===== src/sv/sacd_pkg.sv =====
// ----------------------------------------------------------------------------
// sacd_pkg
// Shared constants and types for the servo ASCII command deframer.
// ----------------------------------------------------------------------------
package sacd_pkg;

  localparam int FRAME_MAX_DEFAULT = 32;
  localparam int BODY_MAX = 11;

  localparam logic [7:0] CH_HASH = 8'h23;
  localparam logic [7:0] CH_BANG = 8'h21;
  localparam logic [7:0] CH_P    = 8'h50;
  localparam logic [7:0] CH_N    = 8'h4E;
  localparam logic [7:0] CH_T    = 8'h54;
  localparam logic [7:0] CH_0    = 8'h30;
  localparam logic [7:0] CH_9    = 8'h39;
  localparam logic [7:0] ID_BROADCAST = 8'd255;
  localparam logic [9:0] ID_SET_MAX   = 10'd254;

  localparam logic [2:0] REG_OWN_ID     = 3'd0;
  localparam logic [2:0] REG_PULSE_MIN  = 3'd1;
  localparam logic [2:0] REG_PULSE_MAX  = 3'd2;
  localparam logic [2:0] REG_TORQUE_MAX = 3'd3;
  localparam logic [2:0] REG_MODE_MASK  = 3'd4;
  localparam logic [2:0] REG_MODE_HIGH  = 3'd5;
  localparam logic [2:0] REG_BOOT_LOW   = 3'd6;
  localparam logic [2:0] REG_BOOT_HIGH  = 3'd7;

  typedef enum logic [4:0] {
    CMD_GOTO = 5'd0, CMD_GOTO_TURNS = 5'd1, CMD_VER = 5'd2, CMD_ID = 5'd3,
    CMD_ADDR_SET = 5'd4, CMD_ULK = 5'd5, CMD_ULM = 5'd6, CMD_ULR = 5'd7,
    CMD_MOD = 5'd8, CMD_MOD_SET = 5'd9, CMD_RAD = 5'd10, CMD_DPT = 5'd11,
    CMD_DCT = 5'd12, CMD_DST = 5'd13, CMD_BD = 5'd14, CMD_BD_SET = 5'd15,
    CMD_SCK = 5'd16, CMD_SCZ = 5'd17, CMD_CSD = 5'd18, CMD_CSM = 5'd19,
    CMD_CSM_SET = 5'd20, CMD_CLE0 = 5'd21, CMD_CLE = 5'd22, CMD_RTV = 5'd23,
    CMD_SP = 5'd24, CMD_SP_SET = 5'd25, CMD_AMI = 5'd26, CMD_AMX = 5'd27,
    CMD_SMI = 5'd28, CMD_SMX = 5'd29, CMD_RIV = 5'd30
  } cmd_t;

  function automatic logic is_digit(input logic [7:0] c);
    return (c >= CH_0) && (c <= CH_9);
  endfunction

  function automatic logic [23:0] s3(input logic [7:0] a, input logic [7:0] b,
                                     input logic [7:0] c);
    return {a, b, c};
  endfunction

endpackage


===== src/sv/servo_ascii_command_deframer.sv =====
// ----------------------------------------------------------------------------
// servo_ascii_command_deframer
// Frames '#dddP...!' byte streams and decodes the body into one command.
//
//   channel  signals                                  role
//   in       in_valid / in_stall / rx_byte            serial byte request
//   out      out_valid / out_stall / command ...      decoded command request
//   cfg      cfg_we / cfg_index / cfg_data            register write
//
// A byte other than '!' never stalls the input. A '!' closing a frame of len
// bytes (7 to BODY_MAX + 6) starts a sequencer that reads the frame back one
// byte a cycle through one memory port and an ID digit accumulator; in_stall
// stays high through read-back and decode. Decode of a matching frame holds
// while an earlier result still waits on out_stall; the result register
// otherwise frees the input. Other frames end at once. rst clears framing
// and the result and resets the config registers; the store needs no clearing.
// ----------------------------------------------------------------------------
module servo_ascii_command_deframer #(
  parameter int FRAME_MAX = sacd_pkg::FRAME_MAX_DEFAULT
) (
  input  logic        clk,
  input  logic        rst,
  input  logic        in_valid,
  output logic        in_stall,
  input  logic [7:0]  rx_byte,
  output logic        out_valid,
  input  logic        out_stall,
  output logic [4:0]  command,
  output logic [13:0] target_pulse,
  output logic [13:0] argument,
  output logic [3:0]  turns,
  input  logic        cfg_we,
  input  logic [2:0]  cfg_index,
  input  logic [15:0] cfg_data
);

  localparam int AW = $clog2(FRAME_MAX);
  localparam int CW = $clog2(FRAME_MAX + 1);
  localparam int BM = sacd_pkg::BODY_MAX;

  typedef enum logic [2:0] {
    ST_IDLE = 3'b001, ST_READ = 3'b010, ST_DECODE = 3'b100
  } state_t;

  state_t state;
  logic [7:0] frame_store [FRAME_MAX];
  logic [CW-1:0] frame_count;
  logic in_frame;
  logic [CW-1:0] rd_pos;
  logic [CW-1:0] rd_cnt;
  logic [7:0] rd_data;
  logic rd_ok;
  logic shape_ok;
  logic [9:0] id_acc;
  logic [7:0] body [BM];

  logic [7:0]  own_id;
  logic [13:0] pulse_min, pulse_max;
  logic [9:0]  torque_limit_max;
  logic [15:0] mode_supported_mask;
  logic [3:0]  mode_highest, boot_lowest, boot_highest;

  logic dec_ok;
  logic [4:0] dec_cmd;
  logic [13:0] dec_pulse, dec_arg;
  logic [3:0] dec_turns;
  logic hit;
  logic load_out;

  logic accept;
  assign in_stall = (state != ST_IDLE);
  assign accept = in_valid && !in_stall;

  assign hit = dec_ok && shape_ok && (id_acc == {2'b0, own_id} ||
               id_acc == {2'b0, sacd_pkg::ID_BROADCAST});
  assign load_out = (state == ST_DECODE) && (!out_valid || !out_stall) && hit;

  logic store_byte;
  assign store_byte = accept && rx_byte != sacd_pkg::CH_HASH && in_frame
                      && (frame_count < CW'(FRAME_MAX));

  always_ff @(posedge clk) begin
    if (accept && rx_byte == sacd_pkg::CH_HASH) frame_store[0] <= rx_byte;
    else if (store_byte) frame_store[frame_count[AW-1:0]] <= rx_byte;
    rd_data <= frame_store[rd_pos[AW-1:0]];
  end

  always_ff @(posedge clk) begin
    if (rst) begin
      own_id <= 8'd0; pulse_min <= 14'd500; pulse_max <= 14'd2500;
      torque_limit_max <= 10'd100; mode_supported_mask <= 16'hFFFF;
      mode_highest <= 4'd15; boot_lowest <= 4'd0; boot_highest <= 4'd9;
    end else if (cfg_we) begin
      unique case (cfg_index)
        sacd_pkg::REG_OWN_ID:     own_id <= cfg_data[7:0];
        sacd_pkg::REG_PULSE_MIN:  pulse_min <= cfg_data[13:0];
        sacd_pkg::REG_PULSE_MAX:  pulse_max <= cfg_data[13:0];
        sacd_pkg::REG_TORQUE_MAX: torque_limit_max <= cfg_data[9:0];
        sacd_pkg::REG_MODE_MASK:  mode_supported_mask <= cfg_data;
        sacd_pkg::REG_MODE_HIGH:  mode_highest <= cfg_data[3:0];
        sacd_pkg::REG_BOOT_LOW:   boot_lowest <= cfg_data[3:0];
        sacd_pkg::REG_BOOT_HIGH:  boot_highest <= cfg_data[3:0];
        default: ;
      endcase
    end
  end

  // sequential read-back: byte at position rd_cnt arrives in rd_data
  logic [CW-1:0] blen;
  assign blen = frame_count - CW'(6);

  // position 0 holds the known '#', so reading starts at position 1;
  // rd_cnt is the position of rd_data, one read behind rd_pos
  always_ff @(posedge clk) begin
    if (rst) begin
      state <= ST_IDLE; in_frame <= 1'b0; frame_count <= '0;
    end else begin
      unique case (state)
        ST_IDLE: if (accept) begin
          if (rx_byte == sacd_pkg::CH_HASH) begin
            in_frame <= 1'b1; frame_count <= CW'(1);
          end else if (in_frame) begin
            if (frame_count >= CW'(FRAME_MAX)) in_frame <= 1'b0;
            else begin
              frame_count <= frame_count + CW'(1);
              if (rx_byte == sacd_pkg::CH_BANG) begin
                in_frame <= 1'b0;
                if (frame_count + CW'(1) >= CW'(7)
                    && frame_count + CW'(1) - CW'(6) <= CW'(BM)) begin
                  state <= ST_READ; rd_pos <= CW'(1); rd_cnt <= CW'(1);
                  rd_ok <= 1'b0; shape_ok <= 1'b1; id_acc <= '0;
                end
              end
            end
          end
        end
        ST_READ: begin
          rd_pos <= rd_pos + CW'(1);
          if (rd_ok) begin
            rd_cnt <= rd_cnt + CW'(1);
            if (rd_cnt >= CW'(1) && rd_cnt <= CW'(3)) begin
              if (!sacd_pkg::is_digit(rd_data)) shape_ok <= 1'b0;
              id_acc <= 10'(id_acc * 10'd10 + 10'(rd_data - sacd_pkg::CH_0));
            end
            if (rd_cnt == CW'(4) && rd_data != sacd_pkg::CH_P) shape_ok <= 1'b0;
            if (rd_cnt >= CW'(5) && rd_cnt - CW'(5) < CW'(BM))
              body[4'(rd_cnt - CW'(5))] <= rd_data;
            if (rd_cnt == frame_count - CW'(2)) state <= ST_DECODE;
          end
          rd_ok <= 1'b1;
        end
        ST_DECODE: if (!hit || !out_valid || !out_stall) state <= ST_IDLE;
        default: state <= ST_IDLE;
      endcase
    end
  end

  always_ff @(posedge clk) begin
    if (rst) out_valid <= 1'b0;
    else if (load_out) begin
      out_valid <= 1'b1;
      command <= dec_cmd; target_pulse <= dec_pulse;
      argument <= dec_arg; turns <= dec_turns;
    end else if (!out_stall) out_valid <= 1'b0;
  end

  function automatic logic [13:0] dval(input logic [7:0] c);
    return 14'(c - sacd_pkg::CH_0);
  endfunction

  logic [13:0] p4, v4, v3, v1a, v1b, v2;
  logic dg [BM];
  logic [23:0] b3;
  logic [15:0] b2;
  always_comb begin
    for (int i = 0; i < BM; i++) dg[i] = sacd_pkg::is_digit(body[i]);
    p4 = 14'(dval(body[0]) * 14'd1000 + dval(body[1]) * 14'd100
             + dval(body[2]) * 14'd10 + dval(body[3]));
    v4 = 14'(dval(body[5]) * 14'd1000 + dval(body[6]) * 14'd100
             + dval(body[7]) * 14'd10 + dval(body[8]));
    v3 = 14'(dval(body[2]) * 14'd100 + dval(body[3]) * 14'd10 + dval(body[4]));
    v1a = dval(body[2]);
    v1b = dval(body[3]);
    v2 = 14'(dval(body[3]) * 14'd10 + dval(body[4]));
    b3 = {body[0], body[1], body[2]};
    b2 = {body[0], body[1]};
  end

  logic [13:0] v4n;
  assign v4n = 14'(dval(body[7]) * 14'd1000 + dval(body[8]) * 14'd100
                   + dval(body[9]) * 14'd10 + dval(body[10]));
  logic [13:0] mv;
  assign mv = (blen == CW'(5)) ? v2 : v1b;

  always_comb begin
    dec_ok = 1'b1; dec_cmd = sacd_pkg::CMD_GOTO;
    dec_pulse = '0; dec_arg = '0; dec_turns = '0;
    priority if (blen == CW'(11) && body[4] == sacd_pkg::CH_N
                 && body[6] == sacd_pkg::CH_T && dg[0] && dg[1] && dg[2] && dg[3]
                 && dg[5] && dg[7] && dg[8] && dg[9] && dg[10]) begin
      if (p4 < pulse_min || p4 > pulse_max) dec_ok = 1'b0;
      dec_cmd = sacd_pkg::CMD_GOTO_TURNS; dec_pulse = p4; dec_arg = v4n;
      dec_turns = 4'(dval(body[5]));
    end else if (blen == CW'(9) && body[4] == sacd_pkg::CH_T && dg[0] && dg[1]
                 && dg[2] && dg[3] && dg[5] && dg[6] && dg[7] && dg[8]) begin
      if (p4 < pulse_min || p4 > pulse_max) dec_ok = 1'b0;
      dec_pulse = p4; dec_arg = v4;
    end else if (blen == CW'(3) && b3 == sacd_pkg::s3("V", "E", "R"))
      dec_cmd = sacd_pkg::CMD_VER;
    else if (blen == CW'(2) && b2 == "ID") dec_cmd = sacd_pkg::CMD_ID;
    else if (blen == CW'(5) && b2 == "ID" && dg[2] && dg[3] && dg[4]
             && {6'b0, v3[9:0]} <= {6'b0, sacd_pkg::ID_SET_MAX} && v3 < 14'd1000) begin
      dec_cmd = sacd_pkg::CMD_ADDR_SET; dec_arg = v3;
    end
    else if (blen == CW'(3) && b3 == "ULK") dec_cmd = sacd_pkg::CMD_ULK;
    else if (blen == CW'(3) && b3 == "ULM") dec_cmd = sacd_pkg::CMD_ULM;
    else if (blen == CW'(3) && b3 == "ULR") dec_cmd = sacd_pkg::CMD_ULR;
    else if (blen == CW'(3) && b3 == "MOD") dec_cmd = sacd_pkg::CMD_MOD;
    else if ((blen == CW'(4) || blen == CW'(5)) && b3 == "MOD" && dg[3]
             && (blen == CW'(4) || dg[4]) && mv < 14'd16
             && mv[3:0] <= mode_highest && mode_supported_mask[mv[3:0]]) begin
      dec_cmd = sacd_pkg::CMD_MOD_SET; dec_arg = mv;
    end
    else if (blen == CW'(3) && b3 == "RAD") dec_cmd = sacd_pkg::CMD_RAD;
    else if (blen == CW'(3) && b3 == "DPT") dec_cmd = sacd_pkg::CMD_DPT;
    else if (blen == CW'(3) && b3 == "DCT") dec_cmd = sacd_pkg::CMD_DCT;
    else if (blen == CW'(3) && b3 == "DST") dec_cmd = sacd_pkg::CMD_DST;
    else if (blen == CW'(2) && b2 == "BD") dec_cmd = sacd_pkg::CMD_BD;
    else if (blen == CW'(3) && b2 == "BD" && dg[2] && v1a >= 14'd1 && v1a <= 14'd8) begin
      dec_cmd = sacd_pkg::CMD_BD_SET; dec_arg = v1a;
    end
    else if (blen == CW'(2) && b2 == "SP") dec_cmd = sacd_pkg::CMD_SP;
    else if (blen == CW'(5) && b2 == "SP" && dg[2] && dg[3] && dg[4]
             && v3 <= {4'b0, torque_limit_max}) begin
      dec_cmd = sacd_pkg::CMD_SP_SET; dec_arg = v3;
    end
    else if (blen == CW'(3) && b3 == "AMI") dec_cmd = sacd_pkg::CMD_AMI;
    else if (blen == CW'(3) && b3 == "AMX") dec_cmd = sacd_pkg::CMD_AMX;
    else if (blen == CW'(3) && b3 == "SMI") dec_cmd = sacd_pkg::CMD_SMI;
    else if (blen == CW'(3) && b3 == "SMX") dec_cmd = sacd_pkg::CMD_SMX;
    else if (blen == CW'(3) && b3 == "SCK") dec_cmd = sacd_pkg::CMD_SCK;
    else if (blen == CW'(3) && b3 == "SCZ") dec_cmd = sacd_pkg::CMD_SCZ;
    else if (blen == CW'(3) && b3 == "RIV") dec_cmd = sacd_pkg::CMD_RIV;
    else if (blen == CW'(3) && b3 == "CSD") dec_cmd = sacd_pkg::CMD_CSD;
    else if (blen == CW'(3) && b3 == "CSM") dec_cmd = sacd_pkg::CMD_CSM;
    else if (blen == CW'(4) && b3 == "CSM" && dg[3] && v1b >= {10'b0, boot_lowest}
             && v1b <= {10'b0, boot_highest}) begin
      dec_cmd = sacd_pkg::CMD_CSM_SET; dec_arg = v1b;
    end
    else if (blen == CW'(4) && {b3, body[3]} == "CLE0") dec_cmd = sacd_pkg::CMD_CLE0;
    else if (blen == CW'(3) && b3 == "CLE") dec_cmd = sacd_pkg::CMD_CLE;
    else if (blen == CW'(3) && b3 == "RTV") dec_cmd = sacd_pkg::CMD_RTV;
    else dec_ok = 1'b0;
  end

endmodule


===== config.mk =====
export PLATFORM = sky130hd
export DESIGN_NAME = servo_ascii_command_deframer
export DESIGN_NICKNAME = d
export VERILOG_FILES = /design/src/sv/sacd_pkg.sv /design/src/sv/servo_ascii_command_deframer.sv
export SDC_FILE = /design/constraint.sdc
export NUM_CORES = 1
export LEC_CHECK = 0
export ABC_AREA = 0
export CORE_MARGIN = 4
export CORE_UTILIZATION = 55
export CTS_CLUSTER_SIZE = 25
export DETAILED_ROUTE_END_ITERATION = 7
export DONT_BUFFER_PORTS = 1
export PLACE_DENSITY = 0.7
export SLEW_MARGIN = 20
export SYNTH_ARGS = -nofsm -noshare
export SYNTH_HDL_FRONTEND = slang
export SYNTH_SLANG_ARGS = --single-unit

===== constraint.sdc =====
create_clock -name clk -period 11.9 [get_ports clk]
set_input_delay 1.785 -clock clk [delete_from_list [all_inputs] [get_ports clk]]
set_output_delay 1.785 -clock clk [all_outputs]
set_load 0.02 [all_outputs]

======== Word-level counts from Yosys, hierarchy flattened ========
Memory sizes are Yosys's and may differ from the RTL's. A register that Yosys moved wholly into a read port is not among the register bits.
Index checks and enable logic that the tools add are counted.
Widths: inputs -> output; s select.
storage, ports and cells
  memory bits (writable) .................. 344
  bits in registers ....................... 146
  input bits .............................. 32
  memories kept ........................... 2
  word-level logic and storage cells ...... 474
  output and inout port bits .............. 39
operators by class
  bitwise gates (word level) .............. 1
  multipliers ............................. 12
  equal/unequal tests ..................... 66
  multiplexer cells ....................... 163
  $add $sub $neg .......................... 32
  reduce and logical (&&, ||, !) cells .... 129
  magnitude comparators ................... 44
memory list
  name         depth  width  read ports  clocked after Yosys merged registers in  write ports  line                                text
  frame_store  32     8      1           1                                        1            servo_ascii_command_deframer.sv:46  logic [7:0] frame_store [FRAME_MAX];
  body         11     8      11          0                                        1            servo_ascii_command_deframer.sv:55  logic [7:0] body [BM];
operators with widths
  kind                   count
  $eq 24x23->1 const B   20
  $mux 14                31
  $add 14x14->14         12
  $sub 8x6->9 const B    12
  $ge 8x6->1 const B     12
  $le 8x6->1 const B     12
  $logic_and 1x1->1      94
  $mux 10                8
  $mux 5                 16
  $mux 1                 67
  $mux 6                 10
  $mul 14x3->13 const B  4
  $mul 14x5->12 const B  4
  $eq 16x15->1 const B   3
  $mul 14x7->11 const B  3
  $mux 3                 13
  $eq 32x31->1 const B   1
  $mux 4                 8
  $eq 8x7->1 const B     3
  $pmux 6 s2             2
  $ne 2x2->1 const B     10
  $pmux 10 s2            1
  $reduce_and 2->1       10
  $add 6x1->6 const B    3
  other kinds (57)       88

======== Logic depth before layout (Yosys ltp) ========
  word-level depth ........................ 41
  depth in mapped cells ................... 32
  gate-level depth less buffers ........... 32

======== Worst setup path after synthesis ========
Ideal clock, no wire load.
  path kind ............................... reg2reg
  start point ............................. memory body[0][2]
  end point ............................... register argument[0], enable pin
  period minus slack after synthesis ...... 9.034 ns
  buffers on the path ..................... 0
  path slack .............................. 2.866 ns
  arrival time ............................ 8.590 ns
  library setup time ...................... 0.444 ns
  required time ........................... 11.456 ns
  cell stages (with the launch flop) ...... 31
  cell sequence ........................... edfxtp_1 > fa_1 > inv_1 > fa_1 > fa_1 > inv_1 > fa_1 > ha_1 > inv_1 > o21bai_1 > a21o_1 > a21oi_1 > xnor2_1 > fa_1 > inv_1 > fa_1 > xor2_1 > xnor2_1 > xnor2_1 > xnor2_1 > xnor2_1 > xnor2_1 > xnor2_1 > xnor2_1 > ha_1 > nand3_1 > or3_1 > a21oi_1 > o2111a_1 > nand2_1 > a21oi_1
RTL lines
  element               line                                 text
  from (decl)           servo_ascii_command_deframer.sv:55
  to (signal assigned)  servo_ascii_command_deframer.sv:163  argument <= dec_arg; turns <= dec_turns;
  to (decl)             servo_ascii_command_deframer.sv:30   output logic [13:0] argument,

==> impl_results.md <==
- Ratio of cells with drive above 1 in the final layout: 0.0699
- Layout area overhead: 7.58%
- Worst-Skew Late Latency: 630 ps
- Largest net degree at the start of global routing: 88
- Routed wire per std cell: 22.7 um
- Clk root buf: clkbuf_16
- Multiplexer area fraction after synthesis: 0.0608
- Worst EP required: 12110 ps
- Routed vias/inst: 5.96
- Layout Nets: 3689
- Setup bufs post-CTS: 0
- Commonest cells after routing, fill and taps aside: 421 x ha_1, 408 x inv_1, 404 x edfxtp_1
- Crit path time final: 8290 ps
- Post-route ant nets: 0
- Hold WS: 452 ps
- Least-Margin Pin Slew: 1070 ps
- Logic pwr share: 0.009
- Final hold vios: 0
- # setup viols final: 0
- Achievable frequency: 121 MHz
- CTS Buf Count: 52
- Final Util: 0.598
- CTS sink cnt: 497
- Sequential share of power: 0.530
- Setup WS pre-CTS: 3530 ps
- Synth Area in Compound Gates: 0.0936
- Core ar.: 63200 um^2
- Total Routing Usage GR: 0.265
- Initial Util: 0.556
- Vias: 23600
- Simple-Gate Fraction of Synth Area: 0.0928
- Net Sw Power: 730 uW
- Synth Area in Adders: 0.242
- Setup ws final: 3610 ps
- Post-synth top flop: edfxtp_1
- Mapped Nets: 3688
- DRC errors left: 0
- Slew headroom: 0.265
- CP Class: flip-flop to flip-flop
- Worst r2r src: body[0][4]
- CP max FO: 37
- Most common cell after layout, fill and taps aside: ha_1
- Routed Wire Length: 89900 um
- Critical Path End Type: flip-flop
- Post-Syn Area: 35100 um^2
- Initial DRC count: 2105
- Worst Hold Depth: 2
- RePlAce Congestion: 0.954
- TNS Setup: 0 ps
- Critical Path Slowest Stage Cell: fa_1
- Worst min-delay path class: flip-flop to flip-flop
- Reg clk slew, reported paths: 60 ps
- Row count: 92
- DP HPWL: 68400 um
- Antenna diodes: 0
- Yosys cell types: 96
- Clock power share: 0.461
- Most used cell, CP: xnor2_1
- Synth warn: 0
- Final Instance Area: 37800 um^2
- Post-synthesis async set-or-reset flop share: 0
- Lkg Pwr: 0.0156 uW
- Net Sw Frac: 0.206
- Hold Startpoint: pulse_min[3]
- CTS tree: yes
- Syn avg cell area: 11.4 um^2
- I/O pins: 71
- Internal Pwr Total: 2820 uW
- DR pass1 iterations: 5
- First-pass GRT wire length: 138000 um
- Syn Inst Count: 3073
- Register-to-Register Path Depth: 29
- Synth Register Bits: 497
- Number of synthesized flops with an enable pin: 404
- Max-cap violations: 0
- Reg2reg end: target_pulse[10]
- Area after DPL: 36100 um^2
- PwrDens: 93.8 nW/um^2
- Htree depth: 2
- Antenna violations before repair: 1
- Max incr delay on CP: 580 ps
- Share of the cycle needed by the critical path after routing: 0.697
- Post-CTS sizing: 0
- Worst Skew: 51.3 ps
- Grt ovf: 0
- Startpoint types: flip-flop
- Die Area: 68000 um^2
- Sequential element share of the synthesized area: 0.398
- Clock buffer depth: 3
- Peak supply drop: 0.185 mV
- Port Buffers: 0
- Die H: 261 um
- XOR/XNOR Fraction of Synth Area: 0.0607
- Main combinational cell family by area after synthesis: adder cells
- Status: complete, no violations
- Vias in the first global route: 23700
- # fillers: 5001
- CTS hold repair buffers: 0
- Die Wd: 261 um
- Fin. max-slew vios: 0
- Arrival time at the worst endpoint: 8500 ps
- Setup repair after global routing missed its margin: no
- Hold path endpoint: pulse_min[3]
- Reg2Reg Setup Slack: 3610 ps
stage by stage:
stage / power (uW) / std cells
floorplan: 1940 / 3073
global placement: 1940 / 3865
detailed placement: 1950 / 3865
CTS: 3570 / 3963
global route: 3650 / 3964
finish: 3550 / 3964
synthesized netlist by cell type, types with 7 or more instances:
cell type  instances  share of area
a211o_1           35         0.0087
a211oi_1           7         0.0015
a21o_1            56          0.012
a21oi_1          207          0.029
a22oi_1           10         0.0021
a31oi_1           10         0.0018
and2_1            18         0.0032
and3_1            22         0.0039
buf_1             11         0.0012
clkbuf_1          53         0.0057
dfxtp_1           93          0.053
edfxtp_1         404           0.35
fa_1             162          0.092
ha_1             421           0.15
inv_1            408          0.044
mux2_2            11         0.0035
mux2i_1           21         0.0060
mux4_2            80          0.051
nand2_1          174          0.019
nand2b_1          14         0.0025
nand3_1           54         0.0077
nand3b_1          10         0.0021
nand4_1           28         0.0050
nor2_1           168          0.018
nor2b_1           53         0.0094
nor3_1            28         0.0040
nor4_1            19         0.0034
o211ai_1          10         0.0021
o21a_1             7         0.0015
o21ai_0           67         0.0095
o21ai_1            9         0.0013
o21bai_1          30         0.0064
o22ai_1           11         0.0020
or3_1             14         0.0025
or4_1              7         0.0015
xnor2_1          148          0.037
xor2_1            86          0.021
critical path, delay by kind of cell, from the launching register on:
kind                     cells  cell delay (ps)
flip-flops                   1              480
XOR/XNOR                    10             1930
AO/OA/AOI/OAI                5              960
AND/OR/NAND/NOR              3              270
buffers and inverters        2              550
adder cells (fa/ha/maj)      9             3750
kinds of logic (layout without fill, tap and decap cells):
| family | Yosys count | count (layout) |
|---|---|---|
| buffers and inverters | 480 | 525 |
| AOI/OAI and AO/OA | 514 | 514 |
| adders and majority gates | 583 | 583 |
| xor gates and xnor gates | 238 | 238 |
| muxes | 112 | 112 |
| and+or+nand+nor | 649 | 649 |
| DFF | 497 | 497 |
sequential cells by signal (all words and copies together), names as in the netlist, 3 cells and up:
name / flops
target_pulse: 14
pulse_min: 14
rd_pos: 5
frame_store: 256
own_id: 8
frame_count: 6
body: 88
state: 3
torque_limit_max: 10
id_acc: 10
boot_lowest: 4
pulse_max: 14
mode_highest: 4
rd_data: 8
boot_highest: 4
argument: 14
rd_cnt: 6
mode_supported_mask: 16
command: 5
turns: 4
how the worst max path moves through the flow:
stage                            end  startpoint  cells after the start
floorplan                argument[0]  body[0][2]                     30
finish              target_pulse[10]  body[0][4]                     29
global placement        argument[13]  body[0][2]                     32
global route         target_pulse[9]  body[0][4]                     29
CTS                 target_pulse[10]  body[0][4]                     29
detailed placement      argument[13]  body[0][4]                     29
layer usage:
| metal | GRT usage | part of all wire |
|---|---|---|
| met5 | 0 | 0 |
| met4 | 0.0692 | 0.027 |
| met3 | 0.0429 | 0.072 |
| met2 | 0.426 | 0.46 |
| met1 | 0.377 | 0.44 |
power by group through the flow:
stage	combinational [uW]	clock (uW)	sequential [uW]
after floorplan	29.6	0	1910
after global placement	29.5	0	1920
after detailed placement	31.1	0	1920
after CTS	31.3	1660	1880
after global routing	35.9	1740	1880
final	31.5	1640	1880
layout make-up:
cell class	instances	area [um^2]	share of cell area
Clock buffer	74	1460	0.0386
Clock inverter	24	273	0.00722
Inverter	411	1540	0.0408
Multi-Input combinational cell	2096	19400	0.512
Sequential cell	497	14000	0.370
Tap cell	846	1060	0.0280
Timing Repair Buffer	16	128	0.00338
Note: power is estimated with default switching activity, not from simulation.
